[config.mk]
export PLATFORM = sky130hd
export DESIGN_NAME = rmq_sqrt_cell
export DESIGN_NICKNAME = d
export VERILOG_FILES = /design/src/hw/rtl/rmq_sqrt_cell.sv
export SDC_FILE = /design/constraint.sdc
export NUM_CORES = 1
export LEC_CHECK = 0
export ABC_CLOCK_PERIOD_IN_PS = 2700
export CORE_UTILIZATION = 60
export CTS_CLUSTER_DIAMETER = 30
export DETAILED_ROUTE_END_ITERATION = 6
export DONT_BUFFER_PORTS = 1
export GPL_TIMING_DRIVEN = 1
export MAX_ROUTING_LAYER = met4
export PLACE_DENSITY = 0.76
export SETUP_SLACK_MARGIN = 0.3
export SKIP_LAST_GASP = 1
export SYNTH_ARGS = -nofsm -noshare
export SYNTH_HDL_FRONTEND = slang
export SYNTH_SLANG_ARGS = --single-unit
[constraint.sdc]
create_clock -name clk -period 2.7 [get_ports clk]
set_input_delay 0.54 -clock clk [delete_from_list [all_inputs] [get_ports clk]]
set_output_delay 0.54 -clock clk [all_outputs]
set_load 0.01 [all_outputs]
[src/hw/rtl/rmq_sqrt_cell.sv]
module rmq_sqrt_cell #(
  parameter int RW = 16,
  parameter int SW = 8
) (
  input  logic            clk,
  input  logic            rst_n,
  input  logic            en,
  input  logic            v_i,
  input  logic [RW:0]     rem_i,
  input  logic [RW-1:0]   q_i,
  input  logic [2*RW-1:0] n_i,
  input  logic [SW-1:0]   side_i,
  output logic            v_r,
  output logic [RW:0]     rem_r,
  output logic [RW-1:0]   q_r,
  output logic [2*RW-1:0] n_r,
  output logic [SW-1:0]   side_r
);

  logic [RW+2:0] rem_s;
  logic [RW+2:0] trial;
  logic [RW+2:0] diff;
  logic          ge;

  // one root bit per cell: bring down two radicand bits, try 4q+1
  always_comb begin
    rem_s = {rem_i, n_i[2*RW-1 -: 2]};
    trial = {1'b0, q_i, 2'b01};
    diff  = rem_s - trial;
    ge    = (rem_s >= trial);
  end

  always_ff @(posedge clk) begin
    if (!rst_n) begin
      v_r <= 1'b0;
    end else if (en) begin
      v_r <= v_i;
    end
  end

  always_ff @(posedge clk) begin
    if (en) begin
      rem_r  <= ge ? diff[RW:0] : rem_s[RW:0];
      q_r    <= {q_i[RW-2:0], ge};
      n_r    <= {n_i[2*RW-3:0], 2'b00};
      side_r <= side_i;
    end
  end

endmodule

== Word level (Yosys, flattened, before mapping) ==
Cells that the tools add are included.
Operators by class
  add/sub/neg operators: 1
  order comparisons: 1
  mux-type cells: 1
Operators with widths (count)
  19-bit by 18-bit >= comparator with 1-bit output: 1
  17-bit 2-to-1 mux: 1
  17-bit subtractor: 1
Storage, ports and cells
  register bits: 72
  input port bits: 77

== Depth between registers and ports, before layout ==
Gate-level depths: netlist of the first run.
  word-level depth: 2
  gate-level depth with buffers: 10
  mapped depth without buffers: 8

== Least setup slack after synthesis of the first run ==
No wires, ideal clock.
  path kind: input to register
  start: in q_i[14]
  end: reg rem_r[13], data pin
  library setup time: 0.260 ns
  arrival time: 2.195 ns
  setup slack: 0.245 ns
  cell stages on the path: 8
  buffers on the path: 0
  path through: inv_1 ha_1 a21o_1 a211o_1 a311o_1 a21oi_4 inv_2 mux2_4
On the way
  word-level cells in the longest chain between the ends: 2
RTL lines
  from (decl): line 10  | input logic [RW-1:0] q_i,
  19-bit by 18-bit >= comparator with 1-bit output: line 30  | ge = (rem_s >= trial);
  via ge: line 23  | logic ge;
  17-bit 2-to-1 mux: line 43  | rem_r <= ge ? diff[RW:0] : rem_s[RW:0];
  to (signal assigned): line 43
  to (decl): line 14  | output logic [RW:0] rem_r,
The timed path passes the listed nets, and every way through them passes these cells.
A chain may end at the register's enable or synchronous reset.

== Final worst setup path of the first run ==
  start: in q_i[14]
  end: reg rem_r[7], data pin
Same word-level chain as after synthesis.

==> impl_metrics.tcl, run 1 <==
set metrics [dict create \
    synth_edf_count 71 \
    holdWs_ns 0.295 \
    clock-sinks 72 \
    io_pins 151 \
    clock_latency_ns 0.33 \
    vias 1991 \
    die_h_um 76.5 \
    arrival_ns 2.29 \
    setup_slack_ns 0.496 \
    netlist_area_um2 3330 \
    tritoncts "done" \
    cts_buffers 9 \
    pre_cts_ws_ns 0.150 \
    grt_pass1_wl_um 10100 \
    r2r_end "v_r" \
    ctsHtreeMaxLevel 3 \
    cpLargestDelayFamily "compound AO/OA/AOI/OAI gates" \
    die_w_um 76.5 \
    worstPathMaxFanout 8 \
    worstHoldPathType "input port to flip-flop" \
    syn_to_final_growth_pct 10.4 \
    firstDrtPassIters 4 \
    drive_above_1_share 0.117 \
    criticalPathCategory "input port to flip-flop" \
    syn_area_per_cell_um2 13.4 \
    synthCells 249 \
    grt_usage 0.237 \
    antenna_cells 0 \
    nNetsFinal 354 \
    core_um2 5240 \
    ctsResizeCount 0 \
    fin_crit_sh 0.816 \
    dominantRegCellSynth "edfxtp_1" \
    async_reset_ff_frac 0 \
    drt-wirelength-per-cell_um 19.6 \
    hold_viol 0 \
    dp_hpwl_um 4900 \
    viasPerCell 5.96 \
    ys_seq_area_frac 0.646 \
    finalClockSkew_ns 0 \
    holdPathEnd "side_r[6]" \
    gp_congestion 0.847 \
    rsz0062_at_grt "false" \
    grt_max_degree 73 \
    leakagePower_nw 1.38 \
    r2r_slack_ns 2.06 \
    final_max_slew_viol_count 0 \
    powerDensity_nw_per_um2 728 \
    initialDrtViolationCount 129 \
    worstPathCellList "inv_1 > ha_4 > a21o_1 > a211o_1 > a311o_1 > a21oi_4 > inv_2 > mux2_4" \
    dieArea_um2 5850 \
    setup_viol 0 \
    crit_path_start "q_i[14]" \
    irDropWorstVdd_mv 0.354 \
    maxCapViolations 0 \
    post-route-min-period_ns 2.20 \
    cp-start-kind "input port" \
    global_route.overflow_total 0 \
    postCtsHoldBufs 0 \
    critPathSlowestCell "a311o_1" \
    cpPeakStageDelay_ns 0.36 \
    initial_core_util 0.636 \
    clk_pin_slew_ns 0.08 \
    total_power_mw 2.68 \
    reg2regPathDepth 2 \
    max_freq_ghz 0.454 \
    ys_seq_elements 72 \
    route.detailed.drc 0 \
    reg2reg_from "v_r" \
    yosys_warnings 0 \
    end_kind "flip-flop" \
    antenna_found_initial 0 \
    grt_pass1_vias 1922 \
    tns_ns 0 \
    wl_um 6560 \
    synth_cell_types 47 \
    min_from "side_i[6]" \
    clockBufferDepth 2 \
    postCtsSetupRepairBufs 0 \
    rows 26 \
    status "complete, no violations" \
    clockRootBuffer "clkbuf_8" \
    ant_nets 0 \
    critPathBufInv 2 \
    worst_ep_required_time_ns 2.78 \
    place.port_buffers 0 \
    holdPathStages 0 \
]
[metrics by stage]
step / std cells / utilization / cell area, um^2
after floorplan: 250 / - / 3370
after global placement: 318 / 0.660 / 3460
after detailed placement: 318 / 0.660 / 3460
after CTS: 334 / 0.702 / 3680
after global routing: 334 / 0.702 / 3680
final: 334 / 0.702 / 3680
[how the worst max path moves through the flow]
stage                     end  slack, ns  cells after the start
global placement    rem_r[13]       0.19                      8
global route         rem_r[8]       0.41                      8
CTS                  rem_r[7]       0.50                      8
detailed placement   rem_r[7]       0.15                      8
floorplan           rem_r[13]       0.30                      8
finish               rem_r[7]       0.50                      8
[where the power goes]
part / leakage (nW) / switching [mW] / internal [mW]
logic: 0.578 / 0.154 / 0.135
registers: 0.703 / 0.100 / 1.36
clock network: 0.103 / 0.401 / 0.525
[state kept, by name, indices dropped and copies added, names as in the netlist]
register and cells:
rem_r 17, v_r 1, side_r 8, n_r 30
q_r 16
[logic make-up after synthesis]
kind of cell    after synthesis  synth area share
compound gates               61             0.122
flops                        72             0.646
xor+xnor                     12            0.0316
simple gates                 50            0.0737
other cells                   1           0.00113
mux                           5            0.0184
buf+inv                      30            0.0391
fa+ha+maj                    18            0.0676
[metal layers]
metal | share of wire | track usage
met3 | 0.071 | 0.0671
met4 | 0.014 | 0.0942
met1 | 0.43 | 0.292
met5 | 0 | -
met2 | 0.49 | 0.372
[layout make-up]
type	count	area [um^2]
sequential	72	2150
multi-input combinational	148	1090
tap	70	87.6
timing repair buffer	6	45.0
clock inverter	6	92.6
inverter	22	82.6
fill	358	1560
clock buffer	10	128
[synthesized netlist by cell type, types with 2 or more instances]
| cell | n | area, um^2 |
|---|---|---|
| mux2i_1 | 2 | 20.0 |
| mux2_4 | 2 | 30.0 |
| buf_4 | 3 | 22.5 |
| a21o_1 | 5 | 37.5 |
| nor2_1 | 5 | 18.8 |
| o21ai_0 | 15 | 75.1 |
| ha_1 | 18 | 225 |
| nand3_1 | 8 | 40.0 |
| a21oi_1 | 12 | 60.1 |
| nand2b_1 | 3 | 18.8 |
| xor2_1 | 7 | 61.3 |
| o211ai_1 | 2 | 15.0 |
| o31ai_1 | 4 | 30.0 |
| o21bai_1 | 3 | 22.5 |
| nand4_1 | 2 | 12.5 |
| nor2b_1 | 3 | 18.8 |
| o21a_1 | 4 | 30.0 |
| inv_1 | 21 | 78.8 |
| edfxtp_1 | 71 | 2130 |
| and3_1 | 2 | 12.5 |
| a31oi_1 | 3 | 18.8 |
| a211oi_1 | 2 | 15.0 |
| nor3_1 | 3 | 15.0 |
| nand2_1 | 19 | 71.3 |
| buf_2 | 4 | 20.0 |
| xnor2_1 | 5 | 43.8 |
[worst reg2reg max path: stages, from the launching register on]
cell	delay (ns)
dfxtp_1	0.38
mux2i_1	0.09
nor2b_1	0.11
[placed cells by master (no fill, tap or decap), types with 2 or more instances in the layout]
| cell | Yosys | routed |
|---|---|---|
| ha_4 | 0 | 3 |
| nand2b_1 | 3 | 3 |
| ha_1 | 18 | 15 |
| xnor2_1 | 5 | 5 |
| mux2i_1 | 2 | 2 |
| inv_1 | 21 | 21 |
| o21bai_1 | 3 | 3 |
| o21ai_0 | 15 | 15 |
| and3_1 | 2 | 2 |
| nand3_1 | 8 | 8 |
| bufinv_16 | 0 | 2 |
| xor2_1 | 7 | 7 |
| o21a_1 | 4 | 4 |
| mux2_4 | 2 | 2 |
| a21o_1 | 5 | 5 |
| buf_4 | 3 | 6 |
| a21oi_1 | 12 | 12 |
| conb_1 | 1 | 2 |
| edfxtp_1 | 71 | 71 |
| a211oi_1 | 2 | 2 |
| nor3_1 | 3 | 3 |
| o211ai_1 | 2 | 2 |
| o31ai_1 | 4 | 4 |
| nor2_1 | 5 | 5 |
| a31oi_1 | 3 | 3 |
| nor2b_1 | 3 | 3 |
| clkinvlp_4 | 0 | 2 |
| nand2_1 | 19 | 19 |
| clkbuf_8 | 0 | 9 |
| nand4_1 | 2 | 2 |
Power figures use the tool's default switching activity.
==> inputs of run 2 (changes only) <==
Settings changed: ABC_CLOCK_PERIOD_IN_PS 2700 to 1800, CORE_UTILIZATION 60 to 57, PLACE_DENSITY 0.76 to 0.75.
Clock period 2.7 ns to 1.8 ns, I/O delays scaled along.
==> impl_metrics.tcl, run 2 (synthesized netlist as in run 1, its figures left out) <==
set metrics [dict create \
    grt_max_degree 73 \
    tritoncts "done" \
    worst_ep_required_time_ns 1.90 \
    holdWs_ns 0.0961 \
    irDropWorstVdd_mv 0.533 \
    total_power_mw 4.24 \
    clockBufferDepth 2 \
    grt_usage 0.306 \
    initial_core_util 0.597 \
    route.detailed.drc 0 \
    vias 2399 \
    ctsHtreeMaxLevel 3 \
    clockPowerShare 0.304 \
    clk_pin_slew_ns 0.08 \
    setup_slack_ns -0.0842 \
    power.sequential.fraction 0.519 \
    ant_nets 0 \
    clock_latency_ns 0.34 \
    worstPathMaxFanout 6 \
    final_max_slew_viol_count 0 \
    post-route-min-period_ns 1.88 \
    finalClockSkew_ns 0 \
    maxCapViolations 0 \
    postCtsHoldBufs 0 \
    core_um2 5570 \
    dp_hpwl_um 6150 \
    layout_common_cells "edfxtp_1, buf_4, nand2_1, ha_4" \
    cpLargestDelayFamily "compound AO/OA/AOI/OAI gates" \
    dp.cells 364 \
    antenna_found_initial 0 \
    viasPerCell 6.09 \
    clockRootBuffer "clkbuf_8" \
    status "finished with violations" \
    global_route.overflow_total 0 \
    gp_congestion 0.905 \
    critPathSlowestCell "a311o_1" \
    leakagePower_nw 1.70 \
    nNetsFinal 412 \
    rsz0062_at_grt "true" \
    reg_top3 "n_r (30), rem_r (17), q_r (16)" \
    antenna_cells 0 \
    combPwrFrac 0.177 \
    die_h_um 78.4 \
    cts_buffers 9 \
    die_w_um 78.4 \
    worstPathCellList "ha_4 > a21o_1 > a211o_1 > a311o_1 > a21oi_4 > inv_2 > mux2_4" \
    rows 27 \
    initialDrtViolationCount 185 \
    io_pins 151 \
    violations "negative setup slack" \
    place.port_buffers 0 \
    hold_viol 0 \
    criticalPathCategory "input port to flip-flop" \
    post-route-util 0.794 \
    tns_ns -0.616 \
    largest_reg_flops 30 \
    powerDensity_nw_per_um2 956 \
    max_freq_ghz 0.531 \
    fin_crit_sh 1.05 \
    final_cells 394 \
    end_kind "flip-flop" \
    p_switching_mw 1.11 \
    drt-wirelength-per-cell_um 22.3 \
    switching_share 0.262 \
    syn_to_final_growth_pct 33.0 \
    setup_viol 16 \
    top_register "n_r" \
    clock-sinks 72 \
    wl_um 8790 \
    cp-start-kind "input port" \
    grt_pass1_vias 2290 \
    drive_above_1_share 0.398 \
    layout_commonest_cell "edfxtp_1" \
    cpPeakStageDelay_ns 0.31 \
    firstDrtPassIters 5 \
    dieArea_um2 6150 \
    worstHoldPathType "input port to flip-flop" \
    p_int_mw 3.12 \
    critPathBufInv 1 \
    grt_pass1_wl_um 13200 \
    arrival_ns 1.98 \
]
-- run 2: cell count changes in the layout (fill, tap and decap cells not counted), sizes merged --
cell / delta
bufinv: -1
clkinvlp: -2
buf: +58
clkinv: +3
clkbuf: +1
inv: -1
-- run 2: final timing paths --
path / startpoint / to / slack (ns) / depth (start not counted)
setup reg to reg: v_r / v_r / 1.14 / 2
hold / removal: n_i[23] / n_r[25] / 0.1 / 0
hold reg to reg: v_r / v_r / 0.60 / 2
setup / recovery: rem_i[14] / rem_r[7] / -0.08 / 7
-- run 2: worst reg2reg max path: cells and delay by family, from the launching register on --
kind | cells | cell delay [ns]
DFF | 1 | 0.39
muxes | 1 | 0.09
and+or+nand+nor | 1 | 0.12
-- run 2: final cells by class --
class	count	area, um^2
Clock buffer	11	141
Clock inverter	5	57.6
Timing Repair Buffer	64	499
Inverter	22	118
Multi-Input combinational cell	148	1370
Fill cell	316	1150
Sequential cell	72	2150
Tap cell	72	90.1
-- run 2: metrics by stage --
stage          worst slack, ns  cell area [um^2]
6_report               -0.0842              4430
4_1_cts                -0.0580              4350
3_5_place_dp            -0.461              3950
5_1_grt                 -0.115              4430
2_1_floorplan           -0.356              3550
3_3_place_gp            -0.426              3950
-- run 2: timing repair --
action | in CTS | in global routing
gates resized for setup | 25 | 10
gates cloned | 1 | 0
pin swaps | 12 | 9
setup buffers | 9 | 4
endpoints found under the setup margin | 18 | 18
-- run 2: power groups by stage --
stage	logic (mW)	clock network [mW]	registers, mW
6_report	0.750	1.29	2.20
5_1_grt	0.810	1.35	2.21
4_1_cts	0.696	1.28	2.20
3_5_place_dp	0.615	0	2.24
3_3_place_gp	0.592	0	2.23
2_1_floorplan	0.409	0	2.20
-- run 2: per-layer routing --
layer / wire (um) / track usage / up-vias
li1: - / - / 1066
met1: 3420 / 0.364 / 1176
met2: 4540 / 0.498 / 144
met3: 708 / 0.0942 / 13
met4: 121 / 0.102 / 0
met5: 0 / - / -
