### config.mk
export PLATFORM = sky130hd
export DESIGN_NAME = rmq_prep
export DESIGN_NICKNAME = d
export VERILOG_FILES = /design/src/hw/rtl/rmq_pkg.sv /design/src/hw/rtl/rmq_prep.sv
export SDC_FILE = /design/constraint.sdc
export NUM_CORES = 1
export LEC_CHECK = 0
export ABC_AREA = 0
export BUFFER_PORTS_ARGS = -buffer_cell sky130_fd_sc_hd__buf_2
export CORE_MARGIN = 5
export CORE_UTILIZATION = 40
export DETAILED_ROUTE_END_ITERATION = 10
export PLACE_DENSITY_LB_ADDON = 0.12
export SLEW_MARGIN = 20
export SYNTH_ARGS = -nofsm -noshare
export SYNTH_HDL_FRONTEND = slang
export SYNTH_SLANG_ARGS = --single-unit
### constraint.sdc
create_clock -name clk -period 9.8 [get_ports clk]
set_input_delay 0.98 -clock clk [delete_from_list [all_inputs] [get_ports clk]]
set_output_delay 0.98 -clock clk [all_outputs]
set_load 0.005 [all_outputs]
### src/hw/rtl/rmq_pkg.sv
package rmq_pkg;

  typedef logic [1:0] branch_t;

  localparam branch_t BR_TRACE = 2'd0;
  localparam branch_t BR_X     = 2'd1;
  localparam branch_t BR_Y     = 2'd2;
  localparam branch_t BR_Z     = 2'd3;

  // three quotient lanes: the non-leading components
  localparam int NLANES = 3;

endpackage

### src/hw/rtl/rmq_prep.sv
module rmq_prep #(
  parameter int ELEM_WIDTH = 16,
  parameter int FRAC_BITS  = 14,
  parameter int AW         = 19,
  parameter int RW         = 16
) (
  input  logic                          clk,
  input  logic                          rst_n,
  input  logic                          en,
  input  logic                          v_i,
  input  logic signed [ELEM_WIDTH-1:0]  m_i [3][3],
  output logic                          v_r,
  output logic [2*RW-1:0]               n_r,
  output rmq_pkg::branch_t              branch_r,
  output logic                          bad_r,
  output logic [rmq_pkg::NLANES-1:0]    neg_r,
  output logic [rmq_pkg::NLANES-1:0][ELEM_WIDTH:0] mag_r
);
  import rmq_pkg::*;

  localparam logic signed [AW-1:0] ONE = AW'(1) <<< FRAC_BITS;

  logic signed [AW-1:0] e [3][3];
  logic signed [AW-1:0] trace;
  logic signed [AW-1:0] rad;
  logic signed [AW-1:0] d [NLANES];
  logic signed [AW-1:0] dabs;
  branch_t              br;
  logic                 bad;
  logic [2*RW-1:0]      n_nxt;
  logic [NLANES-1:0]    neg_nxt;
  logic [NLANES-1:0][ELEM_WIDTH:0] mag_nxt;

  always_comb begin
    for (int c = 0; c < 3; c++) begin
      for (int r = 0; r < 3; r++) begin
        e[c][r] = AW'(m_i[c][r]);
      end
    end
    trace = e[0][0] + e[1][1] + e[2][2];
    if (trace > 0) begin
      br   = BR_TRACE;
      rad  = trace + ONE;
      d[0] = e[1][2] - e[2][1];
      d[1] = e[2][0] - e[0][2];
      d[2] = e[0][1] - e[1][0];
    end else begin
      // strict compares: lower index leads on a tie
      br = BR_X;
      if (e[1][1] > e[0][0]) br = BR_Y;
      if (br == BR_X) begin
        if (e[2][2] > e[0][0]) br = BR_Z;
      end else begin
        if (e[2][2] > e[1][1]) br = BR_Z;
      end
      case (br)
        BR_Y: begin
          rad  = e[1][1] - e[2][2] - e[0][0] + ONE;
          d[0] = e[1][2] + e[2][1];
          d[1] = e[1][0] + e[0][1];
          d[2] = e[2][0] - e[0][2];
        end
        BR_Z: begin
          rad  = e[2][2] - e[0][0] - e[1][1] + ONE;
          d[0] = e[2][0] + e[0][2];
          d[1] = e[2][1] + e[1][2];
          d[2] = e[0][1] - e[1][0];
        end
        default: begin
          rad  = e[0][0] - e[1][1] - e[2][2] + ONE;
          d[0] = e[0][1] + e[1][0];
          d[1] = e[0][2] + e[2][0];
          d[2] = e[1][2] - e[2][1];
        end
      endcase
    end
    bad   = (rad <= 0);
    n_nxt = {{(2*RW-(AW-1)){1'b0}}, rad[AW-2:0]} << FRAC_BITS;
    dabs  = '0;
    for (int l = 0; l < NLANES; l++) begin
      neg_nxt[l] = d[l][AW-1];
      dabs       = neg_nxt[l] ? -d[l] : d[l];
      mag_nxt[l] = dabs[ELEM_WIDTH:0];
    end
  end

  always_ff @(posedge clk) begin
    if (!rst_n) begin
      v_r <= 1'b0;
    end else if (en) begin
      v_r <= v_i;
    end
  end

  always_ff @(posedge clk) begin
    if (en) begin
      n_r      <= n_nxt;
      branch_r <= br;
      bad_r    <= bad;
      neg_r    <= neg_nxt;
      mag_r    <= mag_nxt;
    end
  end

endmodule

=== Word level (Yosys, flattened, before mapping) ===
Cells that the tools add are included.

* Add/subtract/negate cells: 21
* Multiplexer cells: 13
* Equality and inequality tests: 3
* Magnitude comparators: 5

{| class="wikitable"
|+ Operators with widths
! kind !! count
|-
| one-hot mux 57 bit (2 select lines) || 1
|-
| subtractor 16 x 16 -> 17 bit || 6
|-
| adder 18 x 16 -> 19 bit, second input constant || 4
|-
| adder 16 x 16 -> 17 bit || 4
|-
| 2-to-1 mux 57 bit || 1
|-
| subtractor 17 x 16 -> 18 bit || 3
|-
| 2-to-1 mux 17 bit || 3
|-
| negator 17 bit || 3
|-
| greater-than comparator 16 bit || 3
|-
| one-hot mux 19 bit (2 select lines) || 1
|-
| <= comparator 19 x 1 -> 1 bit, second input constant || 1
|-
| 2-to-1 mux 19 bit || 1
|-
| adder 17 x 16 -> 18 bit || 1
|-
| greater-than comparator 18 x 1 -> 1 bit, second input constant || 1
|-
| 2-to-1 mux 2 bit || 6
|-
| equality test 2 bit, second input constant || 2
|-
| equality test 2 x 1 -> 1 bit, second input constant || 1
|}

* Input bits: 148
* Logic and storage cells: 50
* Output and inout bits: 90
* Register bits: 76

=== Logic depth before layout (Yosys ltp) ===
Gate-level depths: netlist of run 1.

* Depth in word-level cells: 12
* Gate-level depth with buffers: 31
* Depth with buffers taken out: 26

=== Worst setup path before layout of run 1 ===
No wires, ideal clock.

* Kind: input -> register
* Start: input m_i[9] in the netlist's numbering
* End: register mag_r[14] in the netlist's numbering, data pin
* Cell stages on the path: 30
* Buffers on the path: 5
* Arrival: 7.013 ns
* Required time: 9.537 ns
* Setup time: 0.263 ns
* Slack: 2.524 ns
* Cell sequence: inv_1 fa_1 inv_1 ha_1 and3_1 a221oi_1 o21ai_0 o21a_1 o21ai_0 nand2b_1 xnor2_1 ha_1 or4b_1 a221oi_1 nand3_1 a2111o_1 or4_1 buf_2 and2_4 buf_6 clkbuf_1 clkbuf_1 clkbuf_1 nor2_1 o22ai_1 inv_1 ha_1 and3_1 a21oi_1 xor2_1

{| class="wikitable"
|+ RTL lines
! element !! RTL line !! source
|-
| from (decl) || rmq_prep.sv:11 || <nowiki>input logic signed [ELEM_WIDTH-1:0] m_i [3][3],</nowiki>
|-
| to (signal assigned) || rmq_prep.sv:101 || <nowiki>mag_r <= mag_nxt;</nowiki>
|-
| to (decl) || rmq_prep.sv:17 || <nowiki>output logic [rmq_pkg::NLANES-1:0][ELEM_WIDTH:0] mag_r</nowiki>
|}

==> results of run 1 <==
-- metal layers --
layer / wire [µm] / vias to the layer above / GRT usage (%) / share of wire (%)
met5: 7 / - / 0 / 0.011
met4: 823 / 2 / 3.54 / 1.4
met3: 6060 / 54 / 6.28 / 9.9
met2: 25000 / 675 / 35.7 / 41
met1: 29000 / 7753 / 36.6 / 48
li1: - / 7870 / - / -
-- stage by stage --
stage	setup slack (ps)	cells
after floorplan	2520	2152
after global placement	1520	2875
after detailed placement	1210	2875
after CTS	1530	2891
after global routing	1000	2891
final	1420	2893
-- power breakdown --
group	switching (mW)	leakage, nW	internal (mW)
combinational	1.36	8.19	0.832
sequential	0.0667	0.741	0.535
clock	0.136	0.149	0.206
-- registers in the layout, indices dropped and copies added (netlist names) --
signal / cells
branch_r: 2
neg_r: 3
mag_r: 51
n_r: 18
v_r: 1
bad_r: 1
-- final cells by class --
cell class                 count  area share [%]
multi-input combinational   1740            72.1
sequential                    76            11.7
clock buffer                  10            1.23
tap                          585            3.77
antenna                        2          0.0257
timing repair buffer         235            6.22
inverter                     239            4.61
clock inverter                 6           0.354
-- worst max-delay path: stages --
cell and delay, ps:
buf_2 160, inv_1 140, fa_1 550, inv_1 90, ha_1 410, and3_1 270
a221oi_1 330, o21ai_0 260, o21a_1 260, o21ai_0 150, nand2b_1 80, xnor2_1 270
ha_1 230, or4b_1 460, a221oi_1 270, nand3_1 130, a2111o_1 400, or4_1 700
nand2_2 470, buf_4 520, mux2i_1 400, nand4b_1 210, or3_1 410, o21ai_1 180
xor2_1 80
-- placed cells by master, fill, tap and decap left out, types with 27 or more instances in the layout --
master / Yosys / layout
a21oi_1: 124 / 124
nand2b_1: 30 / 30
mux2i_1: 41 / 40
inv_1: 239 / 239
edfxtp_1: 75 / 75
nor2_1: 185 / 183
fa_1: 78 / 78
buf_2: 10 / 222
nand2_1: 102 / 102
xnor2_1: 104 / 104
o21ai_0: 88 / 87
nor2b_1: 40 / 40
ha_1: 297 / 297
nand3_1: 44 / 44
nor3_1: 60 / 60
a31oi_1: 32 / 32
a21o_1: 32 / 32
xor2_1: 48 / 48
o21a_1: 28 / 28
a211oi_1: 27 / 27
-- kinds of logic after synthesis --
| family | Yosys count |
|---|---|
| AND/OR/NAND/NOR | 583 |
| AO/OA/AOI/OAI | 568 |
| adder cells (fa/ha/maj) | 375 |
| buffers and inverters | 336 |
| XOR/XNOR | 153 |
| flip-flops | 76 |
| multiplexers | 47 |
| other | 1 |
-- final timing paths --
path | end | cells past startpoint
worst max-delay path | mag_r[32] | 25
worst min-delay path | v_r | 2
worst max register to register | v_r | 2
worst min register to register | v_r | 2
==> summary.txt, run 1 <==
Placement
  • DP Wirelength: 51.5 mm
  • Buffers on Ports: 223
  • Cell Area, Placed: 19100 µm²
  • RePlAce Congestion: 0.946

Logic synthesis
  • EDFF count, synth: 75
  • Yosys top cell area share: 21.1%
  • Commonest cells post-synth: 297 x ha_1, 239 x inv_1, 185 x nor2_1
  • Average size of a mapped cell: 8.22 µm²
  • Yosys cell types: 98
  • Synth area leaders: ha_1 21%, edfxtp_1 13%, fa_1 8.9%
  • Mapped Cells: 2139
  • FFs w/ async S/R, synth: 0%
  • Ys flop type: edfxtp_1
  • Mapped cell area: 17600 µm²
  • Post-synthesis sequential area ratio: 12.9%
  • Multiplexer share of the synthesized area: 2.72%
  • Seq cells post-synth: 76
  • Largest family of logic cells by synthesized area: adder cells
  • Post-synthesis adder-cell area fraction: 30.0%
  • Post-Synth XOR/XNOR Area: 7.67%
  • Simple-Gate Fraction of Synth Area: 16.5%
  • YS warnings: 0
  • Synth Area in Compound Gates: 22.5%
  • Synth area leader: ha_1
  • Most common cell in the synthesized netlist: ha_1

Timing
  • Final max-slew violation count: 0
  • RSZ-0062 raised after global routing: false
  • Hold slack final: 529 ps
  • Highest clock rate: 0.119 GHz
  • Final hold vios: 0
  • Crit share post-route: 85.6%
  • Final setup vio count: 0
  • Clock skew: 0 ps
  • Worst slew margin: 22.7%
  • Final TNS setup: 0 ps
  • Tmin final: 8380 ps
  • Worst Tran Pin Value: 1150 ps

Floorplan
  • Num ports: 238
  • Initial Util: 40.6%
  • Die height: 220 µm
  • Die area: 48200 µm²
  • Die W: 220 µm
  • Rows: 76
  • Core Region: 43300 µm²

Setup path
  • Startpoint Class: input port
  • R2R Setup Slk: 9200 ps
  • Critical Path End Type: flop
  • WS Path Type: in2reg
  • Maximum fanout along the worst path: 40
  • Critical path launch point: m_i[9]
  • CP Data Arrival Time: 8460 ps
  • FF-to-FF Start: v_r
  • Critical Path RT: 9870 ps

Drt
  • Initial drt markers: 1436
  • Routed vias/inst: 5.65
  • DR DRC count: 0
  • Drt first pass iters: 6
  • DRT antenna net count: 0
  • WL/cell: 21.0 µm
  • Final wirelength: 60.9 mm
  • Vias post-DR: 16400

Cells and area
  • Final Util: 44.9%
  • Fillcell total: 4342
  • Final instance area: 19400 µm²
  • Layout cell share with drive strength beyond 1: 12.9%
  • Post-synthesis to final-layout area growth: 10.6%
  • Area of the multi-input gates: 14000 µm²
  • Fin nets: 2824
  • Sequential cell area: 2270 µm²

Clock tree
  • Clock Latency Late Sink: 340 ps
  • Clock-pin slew on the worst setup and hold paths: 60 ps
  • Clock root cell: clkbuf_16
  • Post-cts sizing count: 0
  • Hold Buf Count CTS: 0
  • Clk sinks: 76
  • H-tree levels: 3
  • Buffers inserted during post-CTS setup optimization: 0
  • Num CTS Buffers: 9
  • Clk buf depth: 2
  • TritonCTS clock tree: built

Hold path
  • Worst Hold Class: reg2reg
  • Hold_sp: v_r

Outcome
  • Status: finished clean

Power
  • Leak: 9.08 nW
  • Maximum resistive drop on vdd: 0.0747 mV
  • Total Power: 3.13 mW
  • Pwr Density: 161 nW/µm²

Global routing
  • Vias in the first global route: 15700
  • Global-route wire length before repair: 91.7 mm
  • GRT overflow: 0
  • Largest net degree at the start of global routing: 77
  • GRT Resource Usage Total: 24.3%
  • Initial antenna violation count: 2

Job
  • # Max-Cap Violations: 0
(Power assumes the default switching activity.)
==> run 2: changes to the inputs <==
- ABC_CLOCK_PERIOD_IN_PS: default -> 9800
- CORE_MARGIN: 5 -> 2
- GPL_ROUTABILITY_DRIVEN: default -> 0
==> summary.txt, run 2 (same netlist as run 1, synthesis figures left out) <==
Outcome
  • Status: finished clean

Clock tree
  • Hold Buf Count CTS: 0
  • Clock root cell: clkbuf_16
  • Clock-pin slew on the worst setup and hold paths: 70 ps
  • H-tree levels: 3
  • Clk sinks: 76
  • Buffers inserted during post-CTS setup optimization: 0
  • Clk buf depth: 2
  • Num CTS Buffers: 9
  • Clock Latency Late Sink: 340 ps
  • TritonCTS clock tree: built
  • Post-cts sizing count: 0

Setup path
  • Startpoint Class: input port
  • Max incr delay on CP: 680 ps
  • Critical Path End Type: flop
  • WS Path Type: in2reg
  • FF-to-FF Start: v_r
  • Worst reg-to-reg path cell count: 2
  • Maximum fanout along the worst path: 37
  • R2R Setup Slk: 9210 ps
  • Reg-to-Reg End: v_r
  • CP Data Arrival Time: 8400 ps
  • Critical Path RT: 9880 ps
  • Most common cell on crit path: ha_1
  • Crit-path slowest cell: or4_1

Placement
  • Pre-CTS setup slack: 1210 ps
  • Cell Area, Placed: 19100 µm²
  • DP Wirelength: 50.4 mm
  • Buffers on Ports: 223
  • Post-placement cell count: 2877

Cells and area
  • Top Registers: mag_r (51), n_r (18), neg_r (3)
  • Final Util: 44.9%
  • Leading cell type in the layout, fill and taps excluded: ha_1
  • Fillcell total: 4441
  • Commonest cells after routing, fill and taps aside: 297 x ha_1, 239 x inv_1, 222 x buf_2
  • Most flops, register: mag_r
  • # diodes: 0
  • Layout cell share with drive strength beyond 1: 13.0%
  • Non-filler instance count after layout: 2893
  • Post-synthesis to final-layout area growth: 10.6%
  • Final instance area: 19400 µm²
  • Fin nets: 2826
  • Max reg flops: 51

Timing
  • Worst Tran Pin Value: 1170 ps
  • Final hold vios: 0
  • RSZ-0062 raised after global routing: false
  • Tmin final: 8310 ps
  • Highest clock rate: 0.120 GHz
  • Crit share post-route: 84.8%
  • Final setup vio count: 0
  • Final max-slew violation count: 0
  • Final worst slack: 1490 ps
  • Final TNS setup: 0 ps
  • Clock skew: 0 ps
  • Worst slew margin: 20.3%

Drt
  • Drt first pass iters: 5
  • Initial drt markers: 1483
  • DR DRC count: 0
  • DRT antenna net count: 0
  • Vias post-DR: 16300
  • WL/cell: 20.8 µm
  • Final wirelength: 60.1 mm
  • Routed vias/inst: 5.64

Hold path
  • Hold endpoint: v_r
  • Hold_sp: v_r
  • Hold Path Cell Cnt: 2
  • Worst Hold Class: reg2reg

Floorplan
  • Num ports: 238
  • Die area: 45600 µm²
  • Die height: 214 µm
  • Rows: 76
  • Initial Util: 40.6%
  • Die W: 214 µm
  • Core Region: 43300 µm²

Job
  • # Max-Cap Violations: 0

Global routing
  • GRT overflow: 0
  • Initial antenna violation count: 2
  • Largest net degree at the start of global routing: 77
  • Vias in the first global route: 15300
  • Global-route wire length before repair: 90.4 mm
  • GRT Resource Usage Total: 26.0%

Power
  • Leak: 9.08 nW
  • Pwr Density: 161 nW/µm²
  • Maximum resistive drop on vdd: 0.107 mV
## run 2: cell count changes in the layout (fill, tap and decap cells not counted)
cell | previous run | this run
clkbuf_8 | 1 | 0
bufinv_16 | 1 | 0
inv_6 | 2 | 3
inv_8 | 0 | 2
clkinv_2 | 1 | 0
buf_4 | 13 | 15
diode_2 | 2 | 0
## run 2: layout make-up
class / count / area (µm²) / share of cell area (%)
clock inverters: 7 / 65.1 / 0.335
clock buffers: 9 / 225 / 1.16
repair buffers: 237 / 1220 / 6.30
flip-flops and latches: 76 / 2270 / 11.7
multi-input cells: 1740 / 14000 / 72.1
inverters: 239 / 897 / 4.62
well taps: 585 / 732 / 3.77
## run 2: worst max path at each step
stage	start	endpoint	slack [ps]	cells past startpoint
floorplan	m_i[9]	mag_r[14]	2520	30
global placement	m_i[9]	mag_r[44]	1480	26
detailed placement	m_i[9]	mag_r[44]	1210	26
CTS	m_i[9]	mag_r[44]	1550	26
global route	m_i[9]	mag_r[42]	790	26
finish	m_i[9]	mag_r[44]	1490	26
## run 2: worst max-delay path, delay by kind of cell
family                     cells  cell delay (ps)
adders and majority gates      4             1430
xor gates and xnor gates       2              420
buffers and inverters          3              380
and+or+nand+nor                9             3020
AOI/OAI and AO/OA              8             2140
## run 2: metal layers
layer / vias to the layer above / GRT usage, % / part of all wire (%)
li1: 7868 / - / -
met1: 7748 / 39.0 / 48
met2: 636 / 38.0 / 41
met3: 63 / 6.14 / 9.3
met4: 4 / 4.50 / 1.7
met5: - / 0 / 0.045
## run 2: where the power goes
group	internal [mW]	switching, mW
logic	0.835	1.36
registers	0.535	0.0651
clock network	0.179	0.156
total	1.55	1.58
## run 2: metrics by stage
stage                     total power [mW]  hold WS, ps
after floorplan                       2.01          507
after global routing                  3.37          568
after global placement                2.73          497
final                                 3.13          524
after detailed placement              2.74          506
after CTS                             3.09          532
