<file path="src/hw/rtl/rmq_pkg.sv">
package rmq_pkg;

  typedef logic [1:0] branch_t;

  localparam branch_t BR_TRACE = 2'd0;
  localparam branch_t BR_X     = 2'd1;
  localparam branch_t BR_Y     = 2'd2;
  localparam branch_t BR_Z     = 2'd3;

  // three quotient lanes: the non-leading components
  localparam int NLANES = 3;

endpackage

</file>
<file path="src/hw/rtl/rmq_div_cell.sv">
module rmq_div_cell #(
  parameter int RW = 16,
  parameter int NW = 32,
  parameter int SW = 8
) (
  input  logic                                  clk,
  input  logic                                  rst_n,
  input  logic                                  en,
  input  logic                                  v_i,
  input  logic [RW:0]                           d_i,
  input  logic [rmq_pkg::NLANES-1:0][RW:0]      rem_i,
  input  logic [rmq_pkg::NLANES-1:0][NW-1:0]    numq_i,
  input  logic [SW-1:0]                         side_i,
  output logic                                  v_r,
  output logic [RW:0]                           d_r,
  output logic [rmq_pkg::NLANES-1:0][RW:0]      rem_r,
  output logic [rmq_pkg::NLANES-1:0][NW-1:0]    numq_r,
  output logic [SW-1:0]                         side_r
);
  import rmq_pkg::*;

  logic [RW+1:0]                rem_s [NLANES];
  logic [RW+1:0]                diff  [NLANES];
  logic [NLANES-1:0]            ge;
  logic [NLANES-1:0][RW:0]      rem_nxt;
  logic [NLANES-1:0][NW-1:0]    numq_nxt;

  // one quotient bit per cell and lane: numerator bits shift out, quotient bits in
  always_comb begin
    for (int l = 0; l < NLANES; l++) begin
      rem_s[l]    = {rem_i[l], numq_i[l][NW-1]};
      diff[l]     = rem_s[l] - {1'b0, d_i};
      ge[l]       = (rem_s[l] >= {1'b0, d_i});
      rem_nxt[l]  = ge[l] ? diff[l][RW:0] : rem_s[l][RW:0];
      numq_nxt[l] = {numq_i[l][NW-2:0], ge[l]};
    end
  end

  always_ff @(posedge clk) begin
    if (!rst_n) begin
      v_r <= 1'b0;
    end else if (en) begin
      v_r <= v_i;
    end
  end

  always_ff @(posedge clk) begin
    if (en) begin
      d_r    <= d_i;
      rem_r  <= rem_nxt;
      numq_r <= numq_nxt;
      side_r <= side_i;
    end
  end

endmodule

</file>
<file path="config.mk">
export PLATFORM = sky130hd
export DESIGN_NAME = rmq_div_cell
export DESIGN_NICKNAME = d
export VERILOG_FILES = /design/src/hw/rtl/rmq_pkg.sv /design/src/hw/rtl/rmq_div_cell.sv
export SDC_FILE = /design/constraint.sdc
export NUM_CORES = 1
export LEC_CHECK = 0
export ABC_AREA = 1
export BUFFER_PORTS_ARGS = -buffer_cell sky130_fd_sc_hd__buf_2
export CAP_MARGIN = 20
export CORE_AREA = 5 5 132 197
export DETAILED_ROUTE_END_ITERATION = 8
export DIE_AREA = 0 0 137 202
export HOLD_SLACK_MARGIN = 0.08
export PLACE_DENSITY = 0.76
export RECOVER_POWER = 25
export SYNTH_ARGS = -nofsm -noshare
export SYNTH_HDL_FRONTEND = slang
export SYNTH_SLANG_ARGS = --single-unit
</file>
<file path="constraint.sdc">
create_clock -name clk -period 6.1 [get_ports clk]
set_input_delay 1.22 -clock clk [delete_from_list [all_inputs] [get_ports clk]]
set_output_delay 1.22 -clock clk [all_outputs]
set_load 0.005 [all_outputs]
</file>
## Word level (Yosys, flattened, before mapping)

Cells that the tools add are included.

- $add $sub $neg: 3
- Order comparisons: 3
- Mux-type cells: 3

Operator list:

| kind | number |
|---|---|
| greater-or-equal comparator 18 x 17 -> 1 bit | 3 |
| 2-to-1 mux 17 bit | 3 |
| subtractor 17 bit | 3 |

- Register bits after elaboration: 173

## Depth between registers and ports, before layout

Gate-level depths: netlist of run 1.

- Word-level depth: 2
- Depth in mapped cells: 15

## Least setup slack after synthesis of run 1

Ideal clock, no wire load.

- Kind: in2reg
- Start: in numq_i[63] in the netlist's numbering
- End: reg rem_r[20] in the netlist's numbering, data pin
- Slack: 3181 ps
- Data arrival time: 2666 ps
- Stages: 15
- Required time: 5848 ps
- Cells stage by stage: inv_1 ha_1 inv_1 fa_1 nand2_1 nand2_1 nand3b_1 nand2_2 nand2_2 nand2_2 nand2_4 nand2_8 buf_8 nand2_1 nand2_1

RTL lines:

| what | RTL line | text |
|---|---|---|
| start: declaration | rmq_div_cell.sv:12 | `input logic [rmq_pkg::NLANES-1:0][NW-1:0] numq_i,` |
| end signal: assignment | rmq_div_cell.sv:50 | `rem_r <= rem_nxt;` |
| end: declaration | rmq_div_cell.sv:16 | `output logic [rmq_pkg::NLANES-1:0][RW:0] rem_r,` |

## Worst setup path in the final report of run 1

- Start: in en
- End: reg rem_r[50] in the netlist's numbering, enable pin

RTL lines:

| what | RTL line | text |
|---|---|---|
| start: declaration | rmq_div_cell.sv:8 | `input logic en,` |

No word-level cell between the ends.

==> impl_results.md, run 1 <==
* Failing checks: capacitance limit, slew limit
* Pwr Density at 268 nW/um^2
* CP Launch Type: input pin
* Initial antenna violation count at 5
* Starting density of the core at 39.2%
* Clock Latency Late Sink at 0.44 ns
* Placed insts at 1690
* Setup ws final at 2.43 ns
* Wirelength per Cell at 17.3 um
* Total routed wirelength at 29800 um
* Maximum VDD drop at 197 uV
* Root buffer cell: clkbuf_16
* P&R area growth vs syn at 28.4%
* All-Layer GR Usage at 21.0%
* Pre-CTS setup slack at 2.38 ns
* DRC marker count from the first detailed-route iteration at 395
* Clock transition at path regs at 0.08 ns
* Mapped Nets at 1256
* CP Buf/Inv Count at 2
* First-pass GRT wire length at 43600 um
* CTS Buf Count at 17
* Finished Core Util at 50.3%
* Antenna Nets Post-Route at 0
* Achievable Freq at 272 MHz
* GRT met2 Usage at 38.3%
* Seq/Total Area, Yosys at 54.9%
* Max-cap violations at 1
* Vias in the first global route at 8021
* CTS Hold Bufs at 0
* Die height at 202 um
* Crit end category: flop
* Ys Warns at 0
* Period utilization at 60.2%
* Slew Limit Fails at 111
* Final net count at 1615
* Crit Path Class: input pin to flop
* Via density at 4.73
* Worst hold margin at 0.573 ns
* Grt total ovfl at 0
* Final setup fails at 0
* GRT met3 Usage at 4.71%
* IO Pins at 349
* Largest net degree at the start of global routing at 111
* Met1 GRT Util at 21.4%
* Rows at 70
* Clk buf depth at 2
* Crit path largest cell delay at 1.74 ns
* Worst reg-to-reg setup slack at 5.33 ns
* Share of layout cells above drive strength 1 at 29.6%
* Clk_skew at 0 ns
* Post-Synthesis Cells at 1026
* Max H-tree Level at 4
* Number of synthesized register bits at 173
* Arr. time, crit path at 3.75 ns
* # DRC at 0
* Die area at 27700 sq um
* Cell family with the largest share of critical-path delay: buffers and inverters
* Port bufs at 348
* Final min period at 3.67 ns
* CP max stage cell: clkbuf_2
* Gates resized, CTS repair at 0
* Post-CTS Setup Inserts at 0
* Core region area at 24100 sq um
* Outcome: finished, violations left
* Synth cell types at 35
* Pwr Total at 3.25 mW
* Final hold viol count at 0
* Crit-path max FO at 110
* Routability cong. at 0.922
* DR pass1 iterations at 7
* Lkg Pwr at 6.25 nW
* Non-Filler Instances at 1726
* Total vias in the final route at 8157
* Max_slew headroom at -73.6%
* Placement Cell Area at 11500 sq um
* TritonCTS sink count at 173
* Die width at 137 um
* Avg Inst Size Synth at 9.20 sq um
* Worst-margin pin slew at 2.60 ns
* Post-route cell area at 12100 sq um
* CTS tree: yes
* RSZ-0062 raised after global routing: no
* FILL cells at 2226
* CP required at 6.17 ns
* Worst-path cell chain: clkbuf_2 > buf_4
* Global route hottest layer: met2
* DP Wirelength at 24100 um
* HP Class: flop to flop
* Syn Std Cell Area at 9440 sq um
* Setup TNS at 0 ns
-- flip-flops by register name (all words and copies together) (netlist names) --
register / cells
rem_r: 51
v_r: 1
d_r: 17
side_r: 8
numq_r: 96
-- cells in the mapped netlist (all sizes together) --
library cell,count,area share (%)
a21oi,29,1.6
and2,4,0.27
and3,2,0.13
buf,10,0.93
dfxtp,1,0.21
edfxtp,172,55
fa,3,0.64
ha,51,6.8
inv,172,6.8
nand2,407,17
nand3,91,4.9
nand3b,2,0.16
nand4,7,0.46
nor2,41,2.0
nor3,6,0.49
nor4,2,0.45
o21a,1,0.080
o21ai,2,0.15
or2,2,0.13
xnor2,2,0.19
xor2,19,1.8
-- kinds of logic (layout without fill, tap and decap cells) --
group                      after synthesis  in the layout  synth area share, %
and+or+nand+nor                        564            564                 26.1
buffers and inverters                  182            554                 7.77
other                                    0              4                    0
adders and majority gates               54             54                 7.40
DFF                                    173            173                 54.9
AOI/OAI and AO/OA                       32             32                 1.84
xor gates and xnor gates                21             21                 1.95
-- cell type report --
cell class	instances	area [sq um]	share of cell area, %
Antenna cell	4	10.0	0.0826
Timing Repair Buffer	350	1740	14.4
Clock inverter	15	183	1.51
Inverter	172	646	5.33
Sequential cell	173	5180	42.8
Clock buffer	17	425	3.51
Multi-Input combinational cell	671	3520	29.0
Tap cell	324	405	3.35
-- cells in the final DEF, fill, tap and decap left out, types with 2 or more instances in the layout --
master	synthesis	final
clkbuf_16	0	17
inv_1	169	169
and3_1	2	2
nor2_2	7	7
clkinv_4	0	2
nor2_1	32	32
inv_8	0	3
clkinv_8	0	5
or2_1	2	2
a21oi_1	27	27
nor3_1	4	4
nand2_2	18	18
nand2_1	384	384
xnor2_1	2	2
nand3_1	90	90
nor4_4	2	2
inv_2	3	3
xor2_1	19	19
buf_4	6	2
and2_1	4	4
edfxtp_1	172	172
nand4_1	7	7
ha_1	51	51
diode_2	0	4
nor2_4	2	2
clkbuf_1	0	11
inv_6	0	3
nand2_4	4	4
a21oi_2	2	2
buf_2	1	336
nand3b_1	2	2
fa_1	3	3
-- path summary, 6_finish.rpt --
path / from / to / depth (start not counted)
worst max-delay path: en / rem_r[50] / 2
worst min-delay path: v_r / v_r / 2
worst max register to register: v_r / v_r / 2
worst min register to register: v_r / v_r / 2
-- report_power, final --
part           total (mW)  switching, mW  internal, mW  leakage (nW)
clock network        1.09          0.536         0.557         0.291
registers            1.49         0.0353          1.45          1.69
logic               0.664          0.407         0.257          4.27
total                3.25          0.978          2.27          6.25
-- per-layer routing --
layer  up-vias  share of wire (%)
li1       4036                  -
met1      3684                 35
met2       361                 52
met3        74                8.1
met4         2                5.4
met5         -              0.044
Power figures use the tool's default switching activity.
==> run 2: changes to the inputs <==
--- a/config.mk
+++ b/config.mk
@@ -12,7 +12,7 @@
 export DETAILED_ROUTE_END_ITERATION = 8
 export DIE_AREA = 0 0 137 202
 export HOLD_SLACK_MARGIN = 0.08
-export PLACE_DENSITY = 0.76
+export PLACE_DENSITY = 0.79
 export RECOVER_POWER = 25
 export SYNTH_ARGS = -nofsm -noshare
 export SYNTH_HDL_FRONTEND = slang
==> constraint.sdc (replaced) <==
create_clock -name clk -period 3.16 [get_ports clk]
set_input_delay 0.632 -clock clk [delete_from_list [all_inputs] [get_ports clk]]
set_output_delay 0.632 -clock clk [all_outputs]
set_load 0.005 [all_outputs]
==> impl_results.md, run 2 (synthesized netlist as in run 1, its figures left out) <==
* Placement Cell Area at 11600 sq um
* Post-route cell area at 12200 sq um
* HP Class: input pin to flop
* Pwr Density at 518 nW/um^2
* Root buffer cell: clkbuf_16
* Worst reg-to-reg setup slack at 2.53 ns
* Min-Delay Endpoint: numq_r[84]
* CP required at 3.35 ns
* DP Wirelength at 24300 um
* Routability cong. at 0.930
* Crit end category: flop
* Antenna Nets Post-Route at 0
* Multi-input gate area at 3520 sq um
* Most frequent cells in the layout: 384 x nand2_1, 333 x buf_2, 172 x edfxtp_1
* All-Layer GR Usage at 21.0%
* TritonCTS sink count at 173
* Via density at 4.73
* Setup ws final at 0.663 ns
* Grt total ovfl at 0
* Vias in the first global route at 8171
* Rows at 70
* Most common cell after layout, fill and taps aside: nand2_1
* Maximum VDD drop at 346 uV
* Final min period at 2.50 ns
* Biggest register: numq_r
* Reg2reg start: v_r
* Slew Limit Fails at 0
* First-pass GRT wire length at 43900 um
* Max_slew headroom at 6.13%
* Die height at 202 um
* Worst hold start: numq_i[83]
* Port bufs at 348
* Core region area at 24100 sq um
* DRC marker count from the first detailed-route iteration at 492
* Worst r2r dst: v_r
* Total routed wirelength at 29400 um
* Period utilization at 79.0%
* Clock Latency Late Sink at 0.43 ns
* Clk buf depth at 2
* Hold Path Depth at 1
* Starting density of the core at 39.2%
* Achievable Freq at 400 MHz
* FILL cells at 2234
* Share of layout cells above drive strength 1 at 29.8%
* Final net count at 1622
* CTS tree: yes
* RSZ-0062 raised after global routing: no
* Clock transition at path regs at 0.07 ns
* Largest net degree at the start of global routing at 57
* Seq. cell area at 5180 sq um
* Outcome: finished, final reports clean
* Post-CTS Setup Inserts at 0
* Max reg flops at 96
* Worst-margin pin slew at 1.41 ns
* Max-cap violations at 0
* CP Launch Type: input pin
* Crit Path Class: input pin to flop
* DR pass1 iterations at 8
* Wirelength per Cell at 17.0 um
* Setup TNS at 0 ns
* Lkg Pwr at 6.29 nW
* CTS Hold Bufs at 0
* CTS Buf Count at 17
* Pre-CTS setup slack at 0.374 ns
* Final hold viol count at 0
* Max H-tree Level at 4
* Initial antenna violation count at 2
* Gates resized, CTS repair at 0
* R2R depth at 2
* # DRC at 0
* Total vias in the final route at 8177
* P&R area growth vs syn at 29.2%
* Worst hold margin at 0.369 ns
* Die area at 27700 sq um
* Die width at 137 um
* Biggest regs: numq_r: 96 flops, rem_r: 51 flops, d_r: 17 flops
* Arr. time, crit path at 2.68 ns
* IO Pins at 349
* Clk_skew at 0 ns
* Crit-path max FO at 18
* Final setup fails at 0
## run 2: cell types whose count changed in the layout (fill, tap and decap cells not counted), sizes merged
cell	delta
bufinv	+1
buf	+4
clkbuf	+3
clkinv	-2
diode	-3
inv	+1
## run 2: cell type report
cell class / count / share of cell area [%]
antenna: 1 / 0.0205
clock buffer: 17 / 3.49
clock inverter: 15 / 1.57
inverter: 172 / 5.30
multi-input combinational: 671 / 28.9
sequential: 173 / 42.5
tap: 324 / 3.33
timing repair buffer: 357 / 14.9
## run 2: metrics by stage
| stage | power [mW] | util [%] | std cells |
|---|---|---|---|
| detailed placement | 4.22 | 48.1 | 1697 |
| global placement | 4.19 | 48.1 | 1697 |
| CTS | 6.38 | 50.7 | 1729 |
| finish | 6.32 | 50.6 | 1730 |
| global route | 6.64 | 50.6 | 1729 |
| floorplan | 3.60 | - | 1026 |
## run 2: how the worst max path moves through the flow
| stage | startpoint | endpoint | slack (ns) | cells past startpoint |
|---|---|---|---|---|
| 2_1_floorplan | numq_i[63] | rem_r[20] | 0.83 | 15 |
| 4_1_cts | d_i[1] | rem_r[9] | 0.85 | 13 |
| 5_1_grt | d_i[0] | rem_r[9] | 0.48 | 14 |
| 3_5_place_dp | d_i[1] | rem_r[9] | 0.37 | 13 |
| 3_3_place_gp | d_i[0] | rem_r[15] | 0.47 | 14 |
| 6_report | d_i[0] | rem_r[9] | 0.66 | 14 |
## run 2: report_power, final
part | leakage [nW] | total, mW | switching (mW) | internal (mW)
Clock | 0.298 | 2.15 | 1.01 | 1.15
Combinational | 4.31 | 1.30 | 0.796 | 0.507
Sequential | 1.69 | 2.86 | 0.0588 | 2.80
Total | 6.29 | 6.32 | 1.86 | 4.45
## run 2: metal layers
layer | routed length [um] | global-route usage (%)
met5 | 27 | 0
met2 | 15600 | 39.5
met3 | 2440 | 5.40
met1 | 9620 | 19.6
met4 | 1760 | 12.6
## run 2: worst max-delay path, cell delays in order
cell and delay [ns]:
clkbuf_1 0.31, ha_1 0.21, inv_1 0.06, fa_1 0.40, nand2_1 0.08, nand2_1 0.09
nand3_1 0.10, nand2_2 0.08, nand2_2 0.08, nand2_2 0.07, nand2_4 0.21, nand2_4 0.19
nand2_1 0.11, nand2_1 0.06
==> run 3: changes to the inputs <==
==> constraint.sdc (replaced) <==
create_clock -name clk -period 2.2 [get_ports clk]
set_input_delay 0.44 -clock clk [delete_from_list [all_inputs] [get_ports clk]]
set_output_delay 0.44 -clock clk [all_outputs]
set_load 0.005 [all_outputs]
==> impl_results.md, run 3 (synthesized netlist as in run 1, its figures left out) <==
* Outcome: finished, final reports clean
* CTS Buf Count at 17
* Max H-tree Level at 4
* CTS Hold Bufs at 0
* CP Launch Type: input pin
* Worst-path cell chain: clkbuf_1 > inv_1 > ha_1 > nand2_1 > nand2_1 > nand3b_1 > nand2_2 > nand2_2 > nand2_2 > nand2_4 > buf_4 > nand3_1 > nand2_1
* Clock transition at path regs at 0.08 ns
* Die area at 27700 sq um
* Initial antenna violation count at 3
* Period utilization at 89.9%
* Most common cell after layout, fill and taps aside: nand2_1
* Via density at 4.61
* Achievable Freq at 506 MHz
* Clock Latency Late Sink at 0.43 ns
* Wirelength per Cell at 16.3 um
* P&R area growth vs syn at 36.8%
* # DRC at 0
* Rows at 70
* Max-cap violations at 0
* Final hold viol count at 0
* Root buffer cell: clkbuf_16
* First-pass GRT wire length at 43800 um
* Final setup fails at 0
* CP Buf/Inv Count at 3
* Max reg flops at 96
* CP max stage cell: ha_1
* Most frequent cells in the layout: 384 x nand2_1, 335 x buf_2, 172 x edfxtp_1
* Biggest regs: numq_r: 96 flops, rem_r: 51 flops, d_r: 17 flops
* Instance count on the critical path at 13
* Setup ws final at 0.223 ns
* Crit end category: flop
* Clk buf depth at 2
* Die height at 202 um
* Clk_skew at 0 ns
* DRC marker count from the first detailed-route iteration at 522
* R2R depth at 2
* Cell family with the largest share of critical-path delay: simple AND/OR/NAND/NOR gates
* DP Wirelength at 24600 um
* Post-route cell area at 12900 sq um
* DR pass1 iterations at 5
* Biggest register: numq_r
* Slew Limit Fails at 0
* Setup TNS at 0 ns
* Starting density of the core at 39.2%
* Antenna Nets Post-Route at 0
* Crit-path max FO at 8
* Port bufs at 348
* Pwr Density at 717 nW/um^2
* Largest net degree at the start of global routing at 52
* Share of layout cells above drive strength 1 at 33.8%
* RSZ-0062 raised after global routing: no
* Final net count at 1706
* Final min period at 1.98 ns
* Arr. time, crit path at 2.16 ns
* Hold Path Depth at 1
* IO Pins at 349
* Total routed wirelength at 29700 um
* All-Layer GR Usage at 20.9%
* Routability cong. at 0.917
* Lkg Pwr at 6.73 nW
* Post-CTS Setup Inserts at 0
* CP required at 2.38 ns
* Max_slew headroom at 33.6%
* Placement Cell Area at 12300 sq um
* Pwr Total at 9.26 mW
* Total vias in the final route at 8365
* Crit Path Class: input pin to flop
* Die width at 137 um
* Grt total ovfl at 0
* CTS tree: yes
* Gates resized, CTS repair at 0
* Crit path largest cell delay at 0.47 ns
* HP Class: input pin to flop
* Core region area at 24100 sq um
* Worst-margin pin slew at 0.996 ns
* Pre-CTS setup slack at -0.211 ns
* Vias in the first global route at 8352
* TritonCTS sink count at 173
* Maximum VDD drop at 456 uV
## run 3: layout make-up
| class | instances | area (sq um) |
|---|---|---|
| antenna | 2 | 5.00 |
| tap | 324 | 405 |
| timing repair buffer | 441 | 2540 |
| inverter | 172 | 646 |
| multi-input combinational | 671 | 3520 |
| clock buffer | 17 | 425 |
| clock inverter | 15 | 189 |
| sequential | 173 | 5180 |
| fill | 2172 | 11200 |
## run 3: stage by stage
stage               utilization [%]  std cells  hold WS, ns
floorplan                         -       1026        0.525
global placement               51.1       1781        0.515
detailed placement             51.1       1781        0.527
CTS                            53.7       1813        0.156
global route                   53.6       1815        0.151
finish                         53.6       1815        0.180
## run 3: worst reg2reg max path, cell delays in order (launching register included)
cell	delay [ns]
dfxtp_1	0.31
o21ai_0	0.15
a21oi_1	0.06
## run 3: metal layers
| layer | track usage [%] | vias up | wire (um) |
|---|---|---|---|
| met2 | 40.5 | 304 | 16400 |
| met1 | 20.2 | 3783 | 10100 |
| met3 | 4.23 | 56 | 2050 |
| met4 | 10.4 | 2 | 1200 |
| li1 | - | 4220 | - |
| met5 | 0 | - | 12 |
## run 3: where the power goes
part	switching (mW)	internal (mW)	leakage [nW]	total, mW
Sequential	0.0876	4.02	1.69	4.11
Combinational	1.16	0.889	4.74	2.05
Clock	1.45	1.65	0.298	3.09
Total	2.70	6.56	6.73	9.26
## run 3: path summary, 6_finish.rpt
kind                     to  startpoint  slack (ns)
setup / recovery  rem_r[22]      d_i[2]        0.22
hold / removal    side_r[6]   side_i[6]        0.18
setup reg to reg        v_r         v_r        1.57
hold reg to reg         v_r         v_r        0.54
